[src/rtl/core/bdeq_pkg.sv]
package bdeq_pkg;

    localparam int unsigned VALUE_W = 32;

    // operation codes carried in the kind field
    localparam logic [2:0] K_PUSH_FRONT = 3'd0;
    localparam logic [2:0] K_PUSH_BACK  = 3'd1;
    localparam logic [2:0] K_POP_FRONT  = 3'd2;
    localparam logic [2:0] K_POP_BACK   = 3'd3;
    localparam logic [2:0] K_TRAVERSE   = 3'd4;

    // result status codes
    localparam logic [1:0] STAT_OK    = 2'd0;
    localparam logic [1:0] STAT_EMPTY = 2'd1;
    localparam logic [1:0] STAT_FULL  = 2'd2;

    typedef logic signed [VALUE_W-1:0] t_word;

    typedef struct packed {
        logic [2:0] kind;
        t_word      value;
    } t_in_item;

    typedef struct packed {
        t_word      value_res;
        logic [1:0] status;
        logic       last;
    } t_out_item;

    // one command broadcast to every cell of the row
    typedef struct packed {
        logic shift_right;
        logic push_back;
        logic shift_left;
        logic pop_back;
        logic rotate;
    } t_cell_op;

    typedef enum logic {
        S_IDLE,
        S_TRAV
    } t_state;

endpackage

[src/rtl/core/bdeq_cell.sv]
module bdeq_cell
    import bdeq_pkg::*;
(
    input  logic     i_clk,
    input  logic     i_rst_n,
    input  t_cell_op i_op,
    input  t_word    i_value,
    input  t_word    i_head,
    input  t_word    i_left_data,
    input  logic     i_left_valid,
    input  t_word    i_right_data,
    input  logic     i_right_valid,
    output t_word    o_data,
    output logic     o_valid,
    output logic     o_back
);

    t_word r_data;
    t_word n_data;
    logic  r_valid;
    logic  n_valid;
    logic  is_back;

    assign is_back = r_valid && !i_right_valid;

    always_comb begin
        n_data  = r_data;
        n_valid = r_valid;
        if (i_op.shift_right) begin
            n_data  = i_left_data;
            n_valid = i_left_valid;
        end else if (i_op.push_back && i_left_valid && !r_valid) begin
            n_data  = i_value;
            n_valid = 1'b1;
        end else if (i_op.shift_left) begin
            n_data  = i_right_data;
            n_valid = i_right_valid;
        end else if (i_op.pop_back && is_back) begin
            n_valid = 1'b0;
        end else if (i_op.rotate && r_valid) begin
            // back cell wraps the front element around
            n_data = i_right_valid ? i_right_data : i_head;
        end
    end

    always_ff @(posedge i_clk) begin
        if (!i_rst_n) begin
            r_valid <= 1'b0;
        end else begin
            r_valid <= n_valid;
        end
    end

    always_ff @(posedge i_clk) begin
        r_data <= n_data;
    end

    assign o_data  = r_data;
    assign o_valid = r_valid;
    assign o_back  = is_back;

endmodule

[src/rtl/core/bounded_double_ended_queue_core.sv]
// Channel  | Direction | Handshake             | Payload
// command  | in        | start high, busy low  | i_item (kind, value)
// result   | out       | o_res_strobe, 1 cycle | o_res (value_res, status, last)
//
// Push, pop and an unknown kind never raise busy; push and pop put their beat out in the
// cycle after start, an unknown kind gives no beat.
// Traverse emits one element per cycle from the front cell while the row rotates;
// busy drops with the last beat, the row is back in order at the end.
// Synchronous active-low reset empties the row; element storage is not cleared.
// Results cannot be stalled.
module bounded_double_ended_queue_core
    import bdeq_pkg::*;
#(
    parameter int DEPTH = 16
) (
    input  logic      i_clk,
    input  logic      i_rst_n,
    input  logic      start,
    input  t_in_item  i_item,
    output logic      busy,
    output logic      o_res_strobe,
    output t_out_item o_res
);

    localparam int CW = $clog2(DEPTH + 1);

    t_word    cell_data  [DEPTH];
    logic     cell_valid [DEPTH];
    logic     cell_back  [DEPTH];
    logic [DEPTH-1:0] valid_vec;
    t_word    back_value;
    t_cell_op cell_op;

    t_state    r_state;
    t_state    n_state;
    logic [CW-1:0] r_count;
    logic [CW-1:0] n_count;
    logic [CW-1:0] r_idx;
    logic [CW-1:0] n_idx;
    logic      r_strobe;
    logic      n_strobe;
    t_out_item r_res;
    t_out_item n_res;

    logic accept;
    logic is_empty;
    logic is_full;

    genvar g;
    generate
        for (g = 0; g < DEPTH; g++) begin : g_cell
            t_word left_data;
            logic  left_valid;
            t_word right_data;
            logic  right_valid;
            if (g == 0) begin : g_first
                assign left_data  = i_item.value;
                assign left_valid = 1'b1;
            end else begin : g_mid
                assign left_data  = cell_data[g-1];
                assign left_valid = cell_valid[g-1];
            end
            if (g == DEPTH - 1) begin : g_last
                assign right_data  = '0;
                assign right_valid = 1'b0;
            end else begin : g_inner
                assign right_data  = cell_data[g+1];
                assign right_valid = cell_valid[g+1];
            end
            bdeq_cell u_cell (
                .i_clk         (i_clk),
                .i_rst_n       (i_rst_n),
                .i_op          (cell_op),
                .i_value       (i_item.value),
                .i_head        (cell_data[0]),
                .i_left_data   (left_data),
                .i_left_valid  (left_valid),
                .i_right_data  (right_data),
                .i_right_valid (right_valid),
                .o_data        (cell_data[g]),
                .o_valid       (cell_valid[g]),
                .o_back        (cell_back[g])
            );
            assign valid_vec[g] = cell_valid[g];
        end
    endgenerate

    // at most one cell flags itself as back, so an OR of masked words selects it
    always_comb begin
        back_value = '0;
        for (int i = 0; i < DEPTH; i++) begin
            back_value = back_value | (cell_data[i] & {VALUE_W{cell_back[i]}});
        end
    end

    assign is_empty = !cell_valid[0];
    assign is_full  = cell_valid[DEPTH-1];
    assign accept   = start && (r_state == S_IDLE);

    // next state
    always_comb begin
        n_state = r_state;
        case (r_state)
            S_IDLE: begin
                if (accept && i_item.kind == K_TRAVERSE && !is_empty
                        && r_count != CW'(1)) begin
                    n_state = S_TRAV;
                end
            end
            S_TRAV: begin
                if (r_idx == r_count - CW'(1)) begin
                    n_state = S_IDLE;
                end
            end
            default: n_state = S_IDLE;
        endcase
    end

    // outputs and datapath control
    always_comb begin
        cell_op  = '0;
        n_count  = r_count;
        n_idx    = r_idx;
        n_strobe = 1'b0;
        n_res    = '{value_res: '0, status: STAT_OK, last: 1'b1};
        case (r_state)
            S_IDLE: begin
                if (accept) begin
                    case (i_item.kind)
                        K_PUSH_FRONT, K_PUSH_BACK: begin
                            n_strobe = 1'b1;
                            if (is_full) begin
                                n_res.status = STAT_FULL;
                            end else begin
                                cell_op.shift_right = (i_item.kind == K_PUSH_FRONT);
                                cell_op.push_back   = (i_item.kind == K_PUSH_BACK);
                                n_count = r_count + CW'(1);
                            end
                        end
                        K_POP_FRONT, K_POP_BACK: begin
                            n_strobe = 1'b1;
                            if (is_empty) begin
                                n_res.status = STAT_EMPTY;
                            end else begin
                                cell_op.shift_left = (i_item.kind == K_POP_FRONT);
                                cell_op.pop_back   = (i_item.kind == K_POP_BACK);
                                n_res.value_res = (i_item.kind == K_POP_FRONT)
                                                  ? cell_data[0] : back_value;
                                n_count = r_count - CW'(1);
                            end
                        end
                        K_TRAVERSE: begin
                            n_strobe = 1'b1;
                            if (is_empty) begin
                                n_res.status = STAT_EMPTY;
                            end else begin
                                cell_op.rotate  = 1'b1;
                                n_res.value_res = cell_data[0];
                                n_res.last      = (r_count == CW'(1));
                                n_idx           = CW'(1);
                            end
                        end
                        default: ;
                    endcase
                end
            end
            S_TRAV: begin
                cell_op.rotate  = 1'b1;
                n_strobe        = 1'b1;
                n_res.value_res = cell_data[0];
                n_res.last      = (r_idx == r_count - CW'(1));
                n_idx           = r_idx + CW'(1);
            end
            default: ;
        endcase
    end

    always_ff @(posedge i_clk) begin
        if (!i_rst_n) begin
            r_state  <= S_IDLE;
            r_count  <= '0;
            r_idx    <= '0;
            r_strobe <= 1'b0;
        end else begin
            r_state  <= n_state;
            r_count  <= n_count;
            r_idx    <= n_idx;
            r_strobe <= n_strobe;
        end
    end

    always_ff @(posedge i_clk) begin
        r_res <= n_res;
    end

    assign busy         = (r_state == S_TRAV);
    assign o_res_strobe = r_strobe;
    assign o_res        = r_res;

    // occupied cells always match the element count
    a_count_match: assert property (@(posedge i_clk) disable iff (!i_rst_n)
        $countones(valid_vec) == 32'(r_count))
        else $error("cell valid bits disagree with element count");

    // traverse never stays busy with fewer than two elements in the row
    a_trav_nonempty: assert property (@(posedge i_clk) disable iff (!i_rst_n)
        busy |-> (r_count > CW'(1)))
        else $error("traverse active with fewer than two elements");

    // every recognized command yields a beat in the next cycle
    a_cmd_result: assert property (@(posedge i_clk) disable iff (!i_rst_n)
        (start && !busy && (i_item.kind == K_PUSH_FRONT || i_item.kind == K_PUSH_BACK
            || i_item.kind == K_POP_FRONT || i_item.kind == K_POP_BACK
            || i_item.kind == K_TRAVERSE)) |=> o_res_strobe)
        else $error("command produced no result");

    // the final beat of a command coincides with the block going free
    a_last_free: assert property (@(posedge i_clk) disable iff (!i_rst_n)
        (o_res_strobe && o_res.last) |-> !busy)
        else $error("last beat while still busy");

endmodule

[config.mk]
export PLATFORM = sky130hd
export DESIGN_NAME = bounded_double_ended_queue_core
export DESIGN_NICKNAME = d
export VERILOG_FILES = /design/src/rtl/core/bdeq_pkg.sv /design/src/rtl/core/bdeq_cell.sv /design/src/rtl/core/bounded_double_ended_queue_core.sv
export SDC_FILE = /design/constraint.sdc
export NUM_CORES = 2
export LEC_CHECK = 0
export BUFFER_PORTS_ARGS = -buffer_cell sky130_fd_sc_hd__buf_2
export CORE_ASPECT_RATIO = 1.25
export CORE_MARGIN = 2
export CORE_UTILIZATION = 39
export CTS_BUF_LIST = sky130_fd_sc_hd__clkbuf_8 sky130_fd_sc_hd__clkbuf_16
export CTS_CLUSTER_DIAMETER = 80
export CTS_CLUSTER_SIZE = 16
export DETAILED_ROUTE_END_ITERATION = 10
export GPL_TIMING_DRIVEN = 1
export PLACE_DENSITY = 0.64
export SETUP_SLACK_MARGIN = 0.05
export SYNTH_ARGS = -nofsm -noshare
export SYNTH_HDL_FRONTEND = slang
export SYNTH_SLANG_ARGS = --single-unit
[constraint.sdc]
create_clock -name i_clk -period 4.26 [get_ports i_clk]
set_input_delay 0 -clock i_clk [delete_from_list [all_inputs] [get_ports i_clk]]
set_output_delay 0 -clock i_clk [all_outputs]
set_load 0.02 [all_outputs]
---- Yosys cells after proc, flatten, opt, wreduce, memory -nomap -nowiden ----
Index checks and enable logic that the tools add are counted.
W data, S select, Z words.
word-level totals
  flip-flop bits (word level) ............. 575
cells by class
  bitwise operators ....................... 33
  equality and inequality tests ........... 28
  add/subtract/negate cells ............... 3
  muxes and demuxes ....................... 193
  reduce and logical (&&, ||, !) cells .... 156
operator list
  kind                   number
  $mux W32               98
  $and A32 B32 Y32       16
  $or A32 B32 Y32        15
  $reduce_bool A4 Y1     33
  $pmux W32 S2           2
  $logic_and A1 B1 Y1    82
  $mux W1                73
  $ne A4 B3 Y1 const B   16
  $mux W35               1
  $mux W5                6
  $reduce_and A2 Y1      15
  $pmux W5 S2            2
  $logic_not A1 Y1       16
  $add A5 B1 Y5 const B  2
  $mux W2                5
  $pmux W1 S2            4
  $eq A3 B2 Y1 const B   2
  $ne A2 B1 Y1 const B   3
  $reduce_and A3 Y1      2
  $reduce_or A2 Y1       3
  $eq A5 B1 Y1 const B   1
  $eq A5 B5 Y1           1
  $ne A5 B1 Y1 const B   1
  $reduce_and A5 Y1      1
  11 further kinds       13

---- Logic depth before layout (Yosys ltp) ----
  word-level depth ........................ 23
  depth in mapped cells ................... 10
  depth with buffers taken out ............ 7

---- By module ----
From an unflattened synthesis, not the netlist that was laid out.
unflattened totals
  cells, all modules ...................... 3675
  area, all modules ....................... 34154.0 um2
modules (own cells, without submodules)
  module                           area each (um2)  seq. area each (um2)  times used  cells an instance
  bdeq_cell                        1824.2           980.9                 16          191
  bounded_double_ended_queue_core  4966.0           940.9                 1           619

---- Least setup slack after synthesis ----
OpenSTA, ideal clock, no wires.
  path kind ............................... flip-flop to flip-flop
  from .................................... register r_state, in the netlist busy
  to ...................................... register g_cell[13].u_cell.r_data[0], enable pin
  arrival ................................. 3.672 ns
  slack ................................... 0.123 ns
  period minus slack after synthesis ...... 4.137 ns
  path buffers ............................ 2
  stages on the path, launching flop included .. 8
  data required time ...................... 3.794 ns
  cell sequence ........................... dfxtp_1 buf_2 or3b_1 clkbuf_1 nor2_1 nand2_1 o21ai_0 o21ai_0
between the ends
  longest elaborated chain between the ends .. 8
  elaborated cells on any way between the ends .. 12
  those cells by class .................... eq/ne: 1; mux: 3; bitwise: 1; reduce/logical: 7
ends and longest elaborated chain
  what                                                                 line                                    text
  start, declared                                                      bounded_double_ended_queue_core.sv:34   t_state r_state;
  start signal, assigned                                               bounded_double_ended_queue_core.sv:185  r_state <= n_state;
  $not A1 Y1 (no source line)                                          n/a
  $logic_and A1 B1 Y1                                                  bounded_double_ended_queue_core.sv:98   assign accept = start && (r_state == S_IDLE);
  $mux W5                                                              bounded_double_ended_queue_core.sv:128  if (accept) begin
  $mux W4                                                              bounded_double_ended_queue_core.sv:126  case (r_state)
  $logic_and A1 B1 Y1 (2 in series)                                    bdeq_cell.sv:32                         end else if (i_op.push_back && i_left_valid && !r_valid) begin
  $ne A4 B3 Y1 (no source line) or $reduce_bool A4 Y1 (tied branches)  n/a
  $reduce_and A2 Y1 (no source line) (*)                               n/a
  end signal, assigned                                                 bdeq_cell.sv:55                         r_data <= n_data;
  end, declared                                                        bdeq_cell.sv:18                         t_word r_data;
Every way passes the cells marked *; elsewhere a longest branch is shown, timed or not.
A chain may end at the register's enable or synchronous reset.

---- Worst setup path after layout ----
  from .................................... register r_state, in the netlist busy
  to ...................................... register g_cell[8].u_cell.r_data[18], data pin
between the ends
  longest elaborated chain between the ends .. 8
  elaborated cells on any way between the ends .. 9
  those cells by class .................... mux: 5; bitwise: 1; reduce/logical: 3
ends and longest elaborated chain
  what                               line                                    text
  $not A1 Y1 (no source line)        n/a
  $logic_and A1 B1 Y1                bounded_double_ended_queue_core.sv:98
  $mux W5                            bounded_double_ended_queue_core.sv:128
  $mux W4 (*)                        bounded_double_ended_queue_core.sv:126
  $logic_and A1 B1 Y1 (2 in series)  bdeq_cell.sv:32
  $mux W32                           bdeq_cell.sv:32
  $mux W32 (*)                       bdeq_cell.sv:29                         if (i_op.shift_right) begin
  net g_cell[8].u_cell.n_data[18]    bdeq_cell.sv:19                         t_word n_data;
  end signal, assigned               bdeq_cell.sv:55
  end, declared                      bdeq_cell.sv:18
The timed path passes the listed nets; every way through them passes the cells marked *.

==> results.sh <==
export IMPL_cts_inserted_buffers=42
export IMPL_drt_iter0_markers=7540
export IMPL_synth_compound_area_share_pct=25.2
export IMPL_cts_clk_slew_worst_paths_ns=0.08
export IMPL_synthMuxAreaShare_pct=4.34
export IMPL_status="completed"
export IMPL_relSlewSlack_pct=14.8
export IMPL_nFillCells=9418
export IMPL_synth_nets=4250
export IMPL_r2r_start="busy"
export IMPL_hp_start="start"
export IMPL_synth_area_leaders="edfxtp_1 (40%), nor2_1 (8.9%), a211oi_1 (8.2%)"
export IMPL_wirelength_microns=187000
export IMPL_drt_pass1_iter_count=6
export IMPL_cp_slowest_stage_delay_ns=0.60
export IMPL_final_common_cell="nor2_1"
export IMPL_hpwlAfterDp_microns=106000
export IMPL_worstPathCellList="buf_4 -> or3b_1 -> nor3_4 -> buf_4 -> buf_12 -> a221oi_1 -> a211oi_1"
export IMPL_dieWidth_microns=284
export IMPL_p_int_w=0.00871
export IMPL_postLayoutCoreUtil_pct=42.8
export IMPL_yosys_area_share_simple_pct=20.6
export IMPL_cts_hold_fix_buffers=38
export IMPL_vias=38937
export IMPL_startpoint="busy"
export IMPL_stdcell_count=5329
export IMPL_die_h_microns=354
export IMPL_multi_input_area_sq_um=19800
export IMPL_syn_inst=4208
export IMPL_crit_path_end_kind="register"
export IMPL_cts_sinks=575
export IMPL_sw_frac_of_total_pct=29.8
export IMPL_globalplace_congestion=0.961
export IMPL_synth_edf_count=512
export IMPL_hold_violations=0
export IMPL_htreeDepth=2
export IMPL_synth_flop_cell="edfxtp_1"
export IMPL_ir_drop_v=0.000265
export IMPL_clk_path_buf_depth=3
export IMPL_p_per_area_nw_per_um2=298
export IMPL_ys_types=60
export IMPL_fmax_mhz=295
export IMPL_grt_setup_unrepaired="no"
export IMPL_pin_count=75
export IMPL_final_cell_mix="nor2_1 (908), edfxtp_1 (512), a211oi_1 (417)"
export IMPL_cts_root_buf="clkbuf_16"
export IMPL_grt_max_degree=181
export IMPL_rows=128
export IMPL_arrival_ns=3.81
export IMPL_yosysTopAreaCell="edfxtp_1"
export IMPL_drc_errors=0
export IMPL_viasPerCell=7.31
export IMPL_tightest_slew_ns=1.28
export IMPL_synth_xor_area_share_pct=0.230
export IMPL_start_util_pct=39.2
export IMPL_slowest_stage="buf_12"
export IMPL_final_layout_size_suffix_gt1_share_pct=13.1
export IMPL_setup_violations=0
export IMPL_criticalPathCategory="reg -> reg"
export IMPL_nets=4026
export IMPL_port_buffers=74
export IMPL_pre_cts_slack_ns=1.08
export IMPL_p_leak_nw=14.2
export IMPL_hold_class="in -> reg"
export IMPL_crit_fanout=172
export IMPL_grt_antenna_before_repair=16
export IMPL_combPwrFrac_pct=14.5
export IMPL_async_reset_ff_share_pct=0
export IMPL_slew_viol_final=0
export IMPL_grt_pass1_wl_microns=262000
export IMPL_synth_top_family_by_area="compound AO/OA/AOI/OAI gates"
export IMPL_insertion_delay_ns=0.65
export IMPL_tns_ns=0
export IMPL_ys_seq_area_share_pct=43.6
export IMPL_cts_setup_buffers=0
export IMPL_crit_top_cell="buf_4"
export IMPL_fin_ws_ns=0.876
export IMPL_synth_top_area_share_pct=40.3
export IMPL_grt_overflow=0
export IMPL_ys_seq_elements=575
export IMPL_drv_cap=0
export IMPL_syn_cell_area_sq_um=38100
export IMPL_dieArea_sq_um=100000
export IMPL_cts_tree="done"
export IMPL_wl_per_cell_microns=35.1
export IMPL_p_seq_share_pct=52.2
export IMPL_grt_usage_pct=35.6
export IMPL_postSynthAreaPerCell_sq_um=9.06
export IMPL_post_cts_resize_count=0
export IMPL_clockPowerShare_pct=33.3
export IMPL_whs_ns=0.281
export IMPL_p_switching_w=0.00369
export IMPL_placed_cells=5202
export IMPL_syn_to_final_growth_pct=9.07
export IMPL_drt_antenna_violating_nets=0
export IMPL_cp_required_ns=4.69
export IMPL_synth_fa_ha_area_share_pct=0.131
export IMPL_finalClockSkew_ns=0.0259
export IMPL_yosysWarnings=0
export IMPL_grt_pass1_vias=36158
export IMPL_fin_crit_ns=3.38
export IMPL_post_route_period_util_pct=79.4
export IMPL_seq_area_sq_um=16600
export IMPL_core_sq_um=97200
export IMPL_cp_start_kind="register"
## sequential cells by signal, indices dropped and copies added (netlist names)
name                   flops
busy                       1
g_cell.u_cell.o_data     512
g_cell.u_cell.o_valid     16
o_res                     35
o_res_strobe               1
r_count                    5
r_idx                      5
## metrics by stage
stage | power (W) | cell area, sq um
after detailed placement | 0.00825 | 40000
after floorplan | 0.00757 | 38100
after CTS | 0.0122 | 41600
after global routing | 0.0126 | 41600
final | 0.0124 | 41600
after global placement | 0.00822 | 40000
## metal layers
| layer | track usage [%] | routed length (microns) | up-vias |
|---|---|---|---|
| met2 | 50.5 | 76800 | 3774 |
| met3 | 12.1 | 28900 | 1100 |
| met5 | 0.472 | 194 | - |
| met1 | 44.1 | 63100 | 18584 |
| li1 | - | - | 15463 |
| met4 | 28.1 | 17900 | 16 |
## cells in the mapped netlist (4+ instances only)
master     count
a22oi_1      149
xnor2_1        7
mux2_2       146
o22ai_1       33
a222oi_1       4
a2111oi_0     19
a21oi_1      216
nand3b_1      48
a32o_1        16
ha_1           4
a2111o_1       5
inv_1          6
a21o_1         4
a31o_2        12
a31oi_1        5
nand2b_1      22
a21oi_2        5
o221ai_1       6
clkbuf_1     360
and3_1        36
nand3_1       52
nor4b_1        5
edfxtp_1     512
nor2_1       909
nand4_1       41
buf_2         97
nor3_1        13
buf_4         15
buf_1         66
nand2_1      105
dfxtp_1       63
nor2b_1      318
a221oi_1     314
clkbuf_2       4
and3b_1       58
a22o_1        34
o21ai_0       39
and4b_1        8
a211oi_1     417
## path summary, 6_finish.rpt
| check | end | slack [ns] | cells after the start |
|---|---|---|---|
| max | g_cell[8].u_cell.o_data[18] | 0.88 | 7 |
| min | o_res[1] | 0.28 | 3 |
| max reg2reg | g_cell[8].u_cell.o_data[18] | 0.88 | 7 |
| min reg2reg | r_idx[4] | 0.53 | 1 |
## cells by family after synthesis
group / Yosys count
buffers and inverters: 548
xor gates and xnor gates: 10
AOI/OAI and AO/OA: 1296
DFF: 575
and+or+nand+nor: 1628
adders and majority gates: 4
muxes: 147
## area by class of cell
type                            count  share of cell area (%)
Sequential cell                   575                    40.0
Timing Repair Buffer              274                    5.47
Inverter                            6                  0.0541
Multi-Input combinational cell   3085                    47.6
Clock inverter                     33                   0.337
Antenna cell                       13                  0.0782
Tap cell                         1300                    3.91
Clock buffer                       43                    2.59
## critical path: cells and delay by family, from the launching register on
kind	cells	cell delay, ns
buffers and inverters	3	1.28
AND/OR/NAND/NOR	2	0.76
AO/OA/AOI/OAI	2	0.52
flip-flops	1	0.30
## power by group through the flow
stage	clock [W]	combinational [W]	sequential, W
after CTS	0.00409	0.00169	0.00646
after detailed placement	0	0.00166	0.00659
after global placement	0	0.00163	0.00659
after floorplan	0	0.00107	0.00650
final	0.00413	0.00179	0.00647
after global routing	0.00426	0.00183	0.00648
No activity file was read; power rests on OpenSTA's default activity.
